`src/sv/supq_pkg.sv`:
```
package supq_pkg;

    // operation codes
    localparam logic [1:0] OP_INSERT = 2'd0;
    localparam logic [1:0] OP_REMOVE = 2'd1;
    localparam logic [1:0] OP_SEARCH = 2'd2;

    // result status codes
    localparam logic [2:0] ST_OK    = 3'd0;
    localparam logic [2:0] ST_DUP   = 3'd1;
    localparam logic [2:0] ST_FULL  = 3'd2;
    localparam logic [2:0] ST_EMPTY = 3'd3;
    localparam logic [2:0] ST_MISS  = 3'd4;

    localparam int DATA_W = 32;
    localparam int OCC_W  = 5;

    typedef logic [1:0]        t_op;
    typedef logic [2:0]        t_status;
    typedef logic [DATA_W-1:0] t_data;
    typedef logic [OCC_W-1:0]  t_occ;

    // commands from the controller to the datapath
    typedef struct packed {
        logic load;    // capture the incoming word
        logic cmp;     // broadcast compare against all slots
        logic upd;     // shift slots, update count, form result
    } t_cmd;

endpackage

```
`src/sv/supq_ctrl.sv`:
```
module supq_ctrl (
    input  logic          i_clk,
    input  logic          i_rst_n,
    input  logic          start,
    output logic          busy,
    output supq_pkg::t_cmd o_cmd,
    output logic          o_valid
);
    import supq_pkg::*;

    localparam logic [1:0] S_IDLE = 2'd0;
    localparam logic [1:0] S_CMP  = 2'd1;
    localparam logic [1:0] S_UPD  = 2'd2;

    logic [1:0] r_state, n_state;
    logic       r_strobe;

    // advance through compare and update for each accepted word
    always_comb begin
        n_state = r_state;
        case (r_state)
            S_IDLE: begin
                if (start) n_state = S_CMP;
            end
            S_CMP:   n_state = S_UPD;
            S_UPD:   n_state = S_IDLE;
            default: n_state = S_IDLE;
        endcase
    end

    always_ff @(posedge i_clk) begin
        if (!i_rst_n) begin
            r_state  <= S_IDLE;
            r_strobe <= 1'b0;
        end else begin
            r_state  <= n_state;
            r_strobe <= (r_state == S_UPD);
        end
    end

    assign busy      = (r_state != S_IDLE);
    assign o_cmd.load = (r_state == S_IDLE) && start;
    assign o_cmd.cmp  = (r_state == S_CMP);
    assign o_cmd.upd  = (r_state == S_UPD);
    assign o_valid   = r_strobe;

endmodule

```
`src/sv/supq_dp.sv`:
```
module supq_dp #(
    parameter int CAPACITY = 16
) (
    input  logic              i_clk,
    input  logic              i_rst_n,
    input  supq_pkg::t_cmd    i_cmd,
    input  supq_pkg::t_op     i_op,
    input  supq_pkg::t_data   i_value,
    output supq_pkg::t_status o_status,
    output supq_pkg::t_data   o_data_out,
    output supq_pkg::t_occ    o_occupancy
);
    import supq_pkg::*;

    localparam int CNT_W = $clog2(CAPACITY + 1);

    t_data             r_slot [CAPACITY];
    logic [CNT_W-1:0]  r_count, n_count;
    t_op               r_op;
    logic signed [DATA_W-1:0] r_value;
    logic [CAPACITY-1:0] r_lt, r_eq;
    t_status           r_status, n_status;
    t_data             r_data, n_data;
    logic              ins_ok, rem_ok, dup, full, empty;
    logic [CNT_W+OCC_W-1:0] count_ext;

    // hold the accepted word
    always_ff @(posedge i_clk) begin
        if (i_cmd.load) begin
            r_op    <= i_op;
            r_value <= i_value;
        end
    end

    // per-slot compare and shift cells
    for (genvar i = 0; i < CAPACITY; i++) begin : g_cell
        logic live;
        assign live = (CNT_W'(i) < r_count);

        always_ff @(posedge i_clk) begin
            if (i_cmd.cmp) begin
                r_lt[i] <= live && ($signed(r_slot[i]) < r_value);
                r_eq[i] <= live && (r_slot[i] == t_data'(r_value));
            end
        end

        always_ff @(posedge i_clk) begin
            if (ins_ok && !r_lt[i]) begin
                if (i == 0) begin
                    r_slot[i] <= t_data'(r_value);
                end else if (r_lt[(i == 0) ? 0 : i-1]) begin
                    r_slot[i] <= t_data'(r_value);
                end else begin
                    r_slot[i] <= r_slot[(i == 0) ? 0 : i-1];
                end
            end else if (rem_ok && (i < CAPACITY - 1)) begin
                r_slot[i] <= r_slot[(i < CAPACITY - 1) ? i+1 : i];
            end
        end
    end

    assign dup    = |r_eq;
    assign full   = (r_count == CNT_W'(CAPACITY));
    assign empty  = (r_count == '0);
    assign ins_ok = i_cmd.upd && (r_op == OP_INSERT) && !dup && !full;
    assign rem_ok = i_cmd.upd && (r_op == OP_REMOVE) && !empty;

    // form the result and next count
    always_comb begin
        n_status = ST_OK;
        n_data   = '0;
        n_count  = r_count;
        case (r_op)
            OP_INSERT: begin
                if (dup)       n_status = ST_DUP;
                else if (full) n_status = ST_FULL;
                else           n_count  = r_count + CNT_W'(1);
            end
            OP_REMOVE: begin
                if (empty) begin
                    n_status = ST_EMPTY;
                end else begin
                    n_data  = r_slot[0];
                    n_count = r_count - CNT_W'(1);
                end
            end
            OP_SEARCH: begin
                n_status = dup ? ST_OK : ST_MISS;
            end
            default: begin
                n_status = ST_OK;
            end
        endcase
    end

    always_ff @(posedge i_clk) begin
        if (!i_rst_n) begin
            r_count <= '0;
        end else if (i_cmd.upd) begin
            r_count <= n_count;
        end
    end

    always_ff @(posedge i_clk) begin
        if (i_cmd.upd) begin
            r_status <= n_status;
            r_data   <= n_data;
        end
    end

    assign count_ext   = {{OCC_W{1'b0}}, r_count};
    assign o_status    = r_status;
    assign o_data_out  = r_data;
    assign o_occupancy = count_ext[OCC_W-1:0];

    // count never exceeds capacity
    a_count_cap: assert property (@(posedge i_clk) disable iff (!i_rst_n)
        r_count <= CNT_W'(CAPACITY))
        else $error("slot count above capacity");

    // compare flags form a prefix: a slot below v implies all lower slots are too
    a_lt_prefix: assert property (@(posedge i_clk) disable iff (!i_rst_n)
        $past(i_cmd.cmp) |-> ((r_lt & (r_lt + CAPACITY'(1))) == '0) && $onehot0(r_eq))
        else $error("compare flags not sorted");

    // a successful insert bumps the count by one
    a_ins_count: assert property (@(posedge i_clk) disable iff (!i_rst_n)
        ins_ok |=> r_count == $past(r_count) + CNT_W'(1))
        else $error("insert did not grow count");

endmodule

```
`src/sv/sorted_unique_priority_queue_top.sv`:
```
// A word taken on start appears on the result ports after the compare and update
// states, as a one-cycle o_valid strobe; the receiver cannot stall it.
// A word is taken only while idle: capture, compare in all slot cells,
// shift and update run in turn; busy is high through compare and update.
// Reset (synchronous, active low) empties the queue; slot contents are not cleared.
module sorted_unique_priority_queue_top #(
    parameter int CAPACITY = 16
) (
    input  logic              i_clk,
    input  logic              i_rst_n,
    input  logic              start,
    output logic              busy,
    input  supq_pkg::t_op     i_op,
    input  supq_pkg::t_data   i_value,
    output logic              o_valid,
    output supq_pkg::t_status o_status,
    output supq_pkg::t_data   o_data_out,
    output supq_pkg::t_occ    o_occupancy
);
    import supq_pkg::*;

    t_cmd cmd;

    supq_ctrl u_ctrl (
        .i_clk   (i_clk),
        .i_rst_n (i_rst_n),
        .start   (start),
        .busy    (busy),
        .o_cmd   (cmd),
        .o_valid (o_valid)
    );

    supq_dp #(
        .CAPACITY (CAPACITY)
    ) u_dp (
        .i_clk       (i_clk),
        .i_rst_n     (i_rst_n),
        .i_cmd       (cmd),
        .i_op        (i_op),
        .i_value     (i_value),
        .o_status    (o_status),
        .o_data_out  (o_data_out),
        .o_occupancy (o_occupancy)
    );

    // an accepted word keeps the block busy next cycle
    a_accept_busy: assert property (@(posedge i_clk) disable iff (!i_rst_n)
        start && !busy |=> busy)
        else $error("busy not raised after accept");

    // result strobe follows acceptance once compare and update are done
    a_latency: assert property (@(posedge i_clk) disable iff (!i_rst_n)
        start && !busy |-> ##3 o_valid)
        else $error("result strobe missing");

    // only a successful remove returns data
    a_data_zero: assert property (@(posedge i_clk) disable iff (!i_rst_n)
        o_valid && (o_status != ST_OK) |-> o_data_out == '0)
        else $error("data on failed operation");

endmodule
```
`config.mk`:
```
export PLATFORM = sky130hd
export DESIGN_NAME = sorted_unique_priority_queue_top
export DESIGN_NICKNAME = d
export VERILOG_FILES = /design/src/sv/supq_pkg.sv /design/src/sv/supq_ctrl.sv /design/src/sv/supq_dp.sv /design/src/sv/sorted_unique_priority_queue_top.sv
export SDC_FILE = /design/constraint.sdc
export NUM_CORES = 2
export LEC_CHECK = 0
export ABC_CLOCK_PERIOD_IN_PS = 9920
export BUFFER_PORTS_ARGS = -buffer_cell sky130_fd_sc_hd__buf_2
export CORE_ASPECT_RATIO = 0.75
export CORE_UTILIZATION = 57
export CTS_BUF_LIST = sky130_fd_sc_hd__clkbuf_4 sky130_fd_sc_hd__clkbuf_8
export CTS_CLUSTER_DIAMETER = 150
export CTS_CLUSTER_SIZE = 14
export DETAILED_ROUTE_END_ITERATION = 10
export MAX_ROUTING_LAYER = met4
export PLACE_DENSITY = 0.8
export REMOVE_ABC_BUFFERS = 1
export SYNTH_ARGS = -nofsm -noshare
export SYNTH_HDL_FRONTEND = slang
export SYNTH_SLANG_ARGS = --single-unit
```
`constraint.sdc`:
```
create_clock -name i_clk -period 9.92 [get_ports i_clk]
set_input_delay 0 -clock i_clk [delete_from_list [all_inputs] [get_ports i_clk]]
set_output_delay 0 -clock i_clk [all_outputs]
set_load 0.005 [all_outputs]
```
==> metrics.log <==
[metrics] final routed wire length divided by cell count: 21.8 µm
[metrics] Synth async-reset ratio: 0
[metrics] dominant combinational cell family by area after synthesis: adder cells
[metrics] root buffer cell: sky130_fd_sc_hd__clkbuf_8
[metrics] CTS buffer count: 50
[metrics] endpoint class of the critical path: register
[metrics] sinks on the clock net: 621
[metrics] post-layout net count: 4,439
[metrics] fin crit period: 5.26 ns
[metrics] fraction of final layout cells with drive strength greater than 1: 0.0657
[metrics] DRT iter0 DRCs: 4,237
[metrics] Die Span X: 305 µm
[metrics] share of synthesized area spent on multiplexers: 0.0117
[metrics] run status: completed
[metrics] complex-gate fraction of the synthesized area: 0.163
[metrics] kind of start point of the critical path: register
[metrics] CTS clk-pin slew, worst paths: 0.10 ns
[metrics] diode count: 0
[metrics] total of flip-flops plus latches after synthesis: 621
[metrics] number of filler instances in the final layout: 5,304
[metrics] headroom to the max-slew limit: 0.0810
[metrics] netlist area before placement: 39,300 µm²
[metrics] WP data required: 10.47 ns
[metrics] maximum level of the CTS H-tree: 2
[metrics] class of the most critical setup path: reg -> reg
[metrics] final total negative setup slack: 0 ns
[metrics] number of failing setup endpoints in the final timing report: 0
[metrics] RePlAce Congestion: 0.950
[metrics] number of placement rows: 82
[metrics] initial cell density of the core: 0.582
[metrics] global-route usage over all layers: 0.304
[metrics] slew of the pin with the lowest slew margin: 1.37 ns
[metrics] MaxCap Viol Count: 0
[metrics] number of gates resized after cts: 0
[metrics] final number of max-transition violations: 0
[metrics] final count of hold timing violations: 0
[metrics] cells on worst reg2reg path: 7
[metrics] clk_skew: 0.0329 ns
[metrics] Final Core Density: 0.623
[metrics] number of different library cells in the post-synthesis netlist: 61
[metrics] post-synthesis adder-cell area fraction: 0.164
[metrics] part of the Yosys area used for sequential elements: 0.472
[metrics] hold depth: 2
[metrics] placeable core region: 67,500 µm²
[metrics] TritonCTS clock tree: built
[metrics] largest net degree at the start of global routing: 248
[metrics] peak supply drop: 0.000131 V
[metrics] number of global-route vias before repair: 29,500
[metrics] number of antenna violations at the first check in global routing: 0
[metrics] first-pass GRT wire length: 165,000 µm
[metrics] per-instance average area after synthesis: 10.2 µm²
[metrics] setup repair after global routing missed its margin: no
[metrics] share of synthesized cell area in and, or, nand and nor gates: 0.159
[metrics] Boundary Pins: 79
[metrics] EDFF count, synth: 613
[metrics] clock latency reported for the late side of the worst-skew pair: 0.71 ns
[metrics] Max Clock Freq: 0.190 GHz
[metrics] class of the tightest hold or removal check: in -> reg
[metrics] maximum fanout encountered on the critical timing path: 247
[metrics] DIE HEIGHT: 229 µm
[metrics] post-detail-place hpwl: 78,700 µm
[metrics] Total Die Area: 70,000 µm²
[metrics] number of buffer cells added on primary ports: 78
[metrics] Synth Instances: 3,838
[metrics] router iterations before antenna repair: 6
[metrics] overall via count from detail_route: 31,500
[metrics] most instantiated flip-flop cell in the synthesis netlist: sky130_fd_sc_hd__edfxtp_1
[metrics] Post-Synth XOR/XNOR Area: 0.000446
[metrics] relative area change from synthesis to final layout: 6.94%
[metrics] remaining global-route overflow: 0
[metrics] count of nets left with antenna violations after detail routing: 0
[metrics] final worst path period share: 0.531
[metrics] Leak: 0.0172 µW
[metrics] vias per cell: 6.58
[metrics] Remaining DRCs: 0
[metrics] arrival time at the worst endpoint: 5.81 ns
[metrics] PD cells: 116 nW/µm²
[metrics] maximum clock path buffer count: 3
[metrics] wire length reported by the detailed router: 105,000 µm
[metrics] Yosys warnings: 0
==> sequential cells by signal (all words and copies together), names as in the netlist <==
name	cells
u_dp.r_value	32
u_dp.o_status	3
u_dp.o_data_out	32
u_dp.r_eq	16
u_dp.r_lt	16
u_ctrl.o_valid	1
u_dp.r_slot	512
u_dp.r_op	2
u_dp.o_occupancy	5
u_ctrl.r_state	2
==> cells in the mapped netlist, types with 48 or more instances <==
library cell               instances  share of area
sky130_fd_sc_hd__nor2_1           54         0.0052
sky130_fd_sc_hd__ha_1            515           0.16
sky130_fd_sc_hd__a22oi_1         417          0.080
sky130_fd_sc_hd__o21ai_0         120          0.015
sky130_fd_sc_hd__nand4_1          67          0.011
sky130_fd_sc_hd__buf_2            99          0.013
sky130_fd_sc_hd__clkbuf_1         90         0.0086
sky130_fd_sc_hd__o21ai_1          51         0.0065
sky130_fd_sc_hd__inv_1            70         0.0067
sky130_fd_sc_hd__a21oi_1         199          0.025
sky130_fd_sc_hd__nand2_1        1065           0.10
sky130_fd_sc_hd__edfxtp_1        613           0.47
sky130_fd_sc_hd__a21o_1           48         0.0092
==> logic make-up after synthesis <==
| group | count (synthesis) |
|---|---|
| and+or+nand+nor | 1425 |
| AOI/OAI and AO/OA | 962 |
| DFF | 621 |
| adders and majority gates | 515 |
| buffers and inverters | 268 |
| muxes | 45 |
| xor gates and xnor gates | 2 |
==> layout by cell type, fill, tap and decap left out, types with 20 or more instances in the layout <==
cell and instances:
sky130_fd_sc_hd__a21o_1 48, sky130_fd_sc_hd__buf_2 78, sky130_fd_sc_hd__ha_1 515, sky130_fd_sc_hd__o21ai_1 51, sky130_fd_sc_hd__nor4_1 20, sky130_fd_sc_hd__buf_4 48
sky130_fd_sc_hd__a22oi_1 417, sky130_fd_sc_hd__nor2b_1 22, sky130_fd_sc_hd__clkbuf_4 20, sky130_fd_sc_hd__nand2_1 1065, sky130_fd_sc_hd__inv_1 70, sky130_fd_sc_hd__a21oi_1 197
sky130_fd_sc_hd__a221oi_1 27, sky130_fd_sc_hd__nand3_1 40, sky130_fd_sc_hd__nor3_1 27, sky130_fd_sc_hd__nor2_1 52, sky130_fd_sc_hd__edfxtp_1 613, sky130_fd_sc_hd__mux2i_1 38
sky130_fd_sc_hd__and4_1 39, sky130_fd_sc_hd__o211ai_1 20, sky130_fd_sc_hd__clkbuf_8 53, sky130_fd_sc_hd__and2_1 36, sky130_fd_sc_hd__o21ai_0 105, sky130_fd_sc_hd__nand4_1 67
sky130_fd_sc_hd__dlygate4sd3_1 68
==> worst paths after layout <==
| path | from | to | slack [ns] |
|---|---|---|---|
| max | u_dp.o_occupancy[4] | u_dp.r_slot[1][177] | 4.66 |
| min | i_value[16] | u_dp.r_value[16] | 0.03 |
| max reg2reg | u_dp.o_occupancy[4] | u_dp.r_slot[1][177] | 4.66 |
| min reg2reg | u_dp.r_slot[0][26] | u_dp.r_slot[0][58] | 0.62 |
==> where the power goes <==
group	internal (µW)	switching, µW	total (µW)	leakage, µW
clock network	563	889	1450	0.000479
logic	191	294	486	0.0110
registers	2900	37.7	2940	0.00563
total	3660	1220	4880	0.0172
==> repair_timing <==
item                                   in CTS  in global routing
hold buffers                               68                  0
endpoints found under the hold margin      76                  0
setup buffers                               0                  0
==> worst max-delay path: stages, from the launching register on <==
cell and delay, ns:
sky130_fd_sc_hd__dfxtp_1 1.06, sky130_fd_sc_hd__nor3_4 0.18, sky130_fd_sc_hd__a21oi_2 0.93, sky130_fd_sc_hd__and2_4 0.84, sky130_fd_sc_hd__buf_12 0.69, sky130_fd_sc_hd__buf_4 0.72, sky130_fd_sc_hd__a22oi_1 0.20, sky130_fd_sc_hd__nand2_1 0.14
==> layout make-up <==
class / instances / area, µm² / share of cell area
Inverter: 70 / 263 / 0.00625
Clock buffer: 73 / 880 / 0.0209
Tap cell: 882 / 1100 / 0.0263
Multi-Input combinational cell: 2949 / 19800 / 0.470
Sequential cell: 621 / 18600 / 0.442
Clock inverter: 1 / 11.3 / 0.000268
Timing Repair Buffer: 195 / 1450 / 0.0345
==> routing by layer <==
| layer | up-vias | track usage | part of all wire |
|---|---|---|---|
| met5 | - | - | 0 |
| met4 | 0 | 0.0740 | 0.022 |
| met3 | 151 | 0.0390 | 0.11 |
| met2 | 1724 | 0.439 | 0.43 |
| met1 | 15100 | 0.452 | 0.44 |
| li1 | 14600 | - | - |
==> through the flow <==
step	setup WS, ns	hold slack (ns)	cells	area [µm²]	power (µW)
global placement	5.06	0.176	4649	40500	3420
finish	4.66	0.0278	4791	42000	4880
detailed placement	4.92	0.178	4649	40500	3450
global route	4.35	0.0216	4791	42000	5040
CTS	4.88	0.0000998	4791	42000	4870
floorplan	-4.87	0.0989	3640	38400	3290
(Power assumes the default switching activity.)
